## config.mk

```make
export PLATFORM = sky130hd
export DESIGN_NAME = ssce_ram
export DESIGN_NICKNAME = d
export VERILOG_FILES = /design/src/rtl/ssce_ram.sv
export SDC_FILE = /design/constraint.sdc
export NUM_CORES = 1
export LEC_CHECK = 0
export BUFFER_PORTS_ARGS = -buffer_cell sky130_fd_sc_hd__buf_2
export CELL_PAD_IN_SITES_DETAIL_PLACEMENT = 2
export CELL_PAD_IN_SITES_GLOBAL_PLACEMENT = 2
export CORE_ASPECT_RATIO = 1.4
export CORE_MARGIN = 4
export CORE_UTILIZATION = 30
export DETAILED_ROUTE_END_ITERATION = 10
export GPL_TIMING_DRIVEN = 0
export PLACE_DENSITY = 0.61
export SLEW_MARGIN = 20
export SYNTH_ARGS = -nofsm -noshare
export SYNTH_HDL_FRONTEND = slang
export SYNTH_SLANG_ARGS = --single-unit
export TNS_END_PERCENT = 1
```

## constraint.sdc

```tcl
create_clock -name clock -period 2.2 [get_ports clock]
set_input_delay 0.55 -clock clock [delete_from_list [all_inputs] [get_ports clock]]
set_output_delay 0.55 -clock clock [all_outputs]
set_load 0.03 [all_outputs]
```

## src/rtl/ssce_ram.sv

```systemverilog
// Generic single write port, single read port RAM with registered read data.
// Holds the sphere store of the engine; no dependencies.
module ssce_ram #(
   parameter int WIDTH = 8,
   parameter int DEPTH = 16
) (
   input  logic                     clock,
   input  logic                     wr_en,
   input  logic [$clog2(DEPTH)-1:0] wr_addr,
   input  logic [WIDTH-1:0]         wr_data,
   input  logic [$clog2(DEPTH)-1:0] rd_addr,
   output logic [WIDTH-1:0]         rd_data
);

   logic [WIDTH-1:0] mem_ff [DEPTH];
   logic [WIDTH-1:0] rd_data_ff;

   // Write, and a registered read every cycle.
   always_ff @(posedge clock) begin
      if (wr_en) begin
         mem_ff[wr_addr] <= wr_data;
      end
      rd_data_ff <= mem_ff[rd_addr];
   end

   assign rd_data = rd_data_ff;

endmodule

```

==> metrics.csv <==
metric,value,unit
status,finished clean,
Detailed Place HPWL,7.85,mm
Max-Cap Viols,0,
GR Util All Layers,0.128,
vias in the first global route,2722,
Post-Syn Area,0.00515,mm²
worst hold path type,input pin to flop,
period utilization,0.850,
Worst Skew,0.00583,ns
fin nets,292,
Post-CTS Setup Bufs,0,
Comb pwr share,0.053,
yosys warns,0,
Vias/cell,4.88,
number of setup violations in the final report,0,
Clock Path Buffers,2,
Reg power frac,0.484,
placement row count,56,
Num Clock Sinks,136,
die area,0.0193,mm²
hold buffers post-CTS,0,
PwrDens,980,mW/mm²
top cell type's share of synthesized area,0.747,
share of layout cells above drive strength 1,0.304,
Ports,26,
Buffers on Ports,24,
maximum achievable frequency,0.535,GHz
Fillers,1607,
CP Class,input pin to flop,
area grow syn2layout,19.3,%
drt drc,0,
Root Driver,clkbuf_16,
Switching Power,1240,µW
Antenna Cells,0,
number of antenna-violating nets in the routed design,0,
largest net degree at the start of global routing,17,
Synth cell types,19,
core region area,0.0168,mm²
worst hold path depth,1,
Worst EP required,2.23,ns
"Seq/Total Area, Yosys",0.778,
Peak supply drop,515,µV
fin. max-slew vios,0,
Net Sw Frac,0.206,
First-pass DRT Iterations,4,
clock group share of total power,0.463,
Num CTS Buffers,17,
Skew-Pair Late Insertion Delay,0.41,ns
critical path capture point type,flop,
total power,6020,µW
Slew @ Worst Pin,0.881,ns
RSZ-0062 raised after global routing,no,
Mapped Cells,229,
"Data arrival, critical path",1.90,ns
top post-synthesis cells by area,"edfxtp_1 75%, mux4_2 7.9%, mux4_1 7.1%",
GPL Wtd Cong,0.671,
Post-Route WL,11.8,mm
mean post-synth cell area,22.5,µm²
startpoint types,input pin,
iteration-0 DRC count of the detailed router,137,
routed vias,2387,
clock tree from TritonCTS,built,
Post-Syn Nets,247,
H-tree Lvls,4,
Hold Fails Final Rpt,0,
Inst Count DP,458,
"area leader, netlist",edfxtp_1,
internal power,4780,µW
final cell count without fillers,489,
Period minus WS final,1.87,ns
Worst R2R Path Depth,3,
Slew headroom,0.410,
Crit Path Max Fanout,8,
Die Ht,163,µm
clk slew on worst S/H paths,0.06,ns
initial core utilization,0.306,
die width,119,µm
first-pass GRT wire length,17.6,mm
Yosys reg bits,136,
total gr overflow,0,
drt wl/cell,24.1,µm
leakage,0.00202,µW
initial antenna violation count,0,
post_cts resized,0,
==> metrics by stage <==
stage               hold WS (ns)  setup TNS, ns  cell area [µm²]  setup WS, ns  utilization
global route               0.547              0             6140         0.216        0.365
floorplan                  0.629              0             5150         0.157            -
CTS                        0.539              0             6140         0.272        0.365
detailed placement         0.687          -3.13             5560        -0.160        0.330
finish                     0.546              0             6140         0.330        0.365
global placement           0.669         -11.70             5520        -0.610        0.328
==> cells in the mapped netlist <==
cell             number
a22oi_1              16
and2_1                1
and2b_1               1
buf_2                 3
buf_4                 1
buf_6                 3
clkdlybuf4s25_2       3
dfxtp_1               8
edfxtp_1            128
mux4_1               14
mux4_2               18
nand2_1               9
nand2b_1              2
nand3_1               1
nand3b_1              2
nor2_1               13
nor2b_1               1
nor3_1                4
or3b_2                1
==> kinds of logic after synthesis <==
logic type | share of synthesized area
muxes | 0.150
and+or+nand+nor | 0.0318
DFF | 0.778
buffers and inverters | 0.0168
AOI/OAI and AO/OA | 0.0233
==> cells in the final DEF, fill, tap and decap left out, types with 2 or more instances in the layout <==
cell	synthesis	routed
a22oi_1	16	16
buf_2	3	27
buf_4	1	3
buf_6	3	3
bufinv_16	0	3
clkbuf_16	0	17
clkdlybuf4s25_2	3	3
clkinv_1	0	2
clkinvlp_4	0	6
dfxtp_1	8	8
edfxtp_1	128	128
mux4_1	14	14
mux4_2	18	18
nand2_1	9	9
nand2b_1	2	2
nand3b_1	2	2
nor2_1	13	13
nor3_2	0	4
==> state kept, by name (all words and copies together), names as in the netlist <==
signal,count
rd_data,8
mem_ff,128
==> area by class of cell <==
| type | count | area, µm² | share of cell area |
|---|---|---|---|
| flip-flops and latches | 136 | 4000 | 0.652 |
| multi-input cells | 83 | 1080 | 0.175 |
| clock buffers | 18 | 429 | 0.0699 |
| well taps | 203 | 254 | 0.0414 |
| clock inverters | 13 | 156 | 0.0255 |
| repair buffers | 26 | 135 | 0.0220 |
| plain buffers | 10 | 86.3 | 0.0141 |
==> worst max-delay path: stages <==
cell	delay, ns
buf_2	0.12
or3b_2	0.55
nor2_1	0.68
==> layer usage <==
metal	up-vias	track usage	routed length, µm
met2	51	0.218	6020
met3	12	0.0299	353
met5	-	0	0
met4	0	0.0522	191
met1	1264	0.157	5200
li1	1060	-	-
==> final timing paths <==
| path | start | to | slack (ns) |
|---|---|---|---|
| setup / recovery | wr_addr[2] | mem_ff[1][2] | 0.33 |
| hold / removal | wr_data[3] | mem_ff[14][3] | 0.55 |
| setup reg to reg | mem_ff[2][2] | rd_data[2] | 0.64 |
| hold reg to reg | mem_ff[8][4] | rd_data[4] | 0.69 |
==> power by group through the flow <==
| stage | sequential (µW) | clock (µW) | combinational [µW] |
|---|---|---|---|
| after detailed placement | 2970 | 0 | 330 |
| after global routing | 2920 | 2960 | 347 |
| final | 2910 | 2790 | 321 |
| after CTS | 2910 | 2840 | 331 |
| after global placement | 2960 | 0 | 314 |
| after floorplan | 3000 | 0 | 147 |
Power figures use the tool's default switching activity.
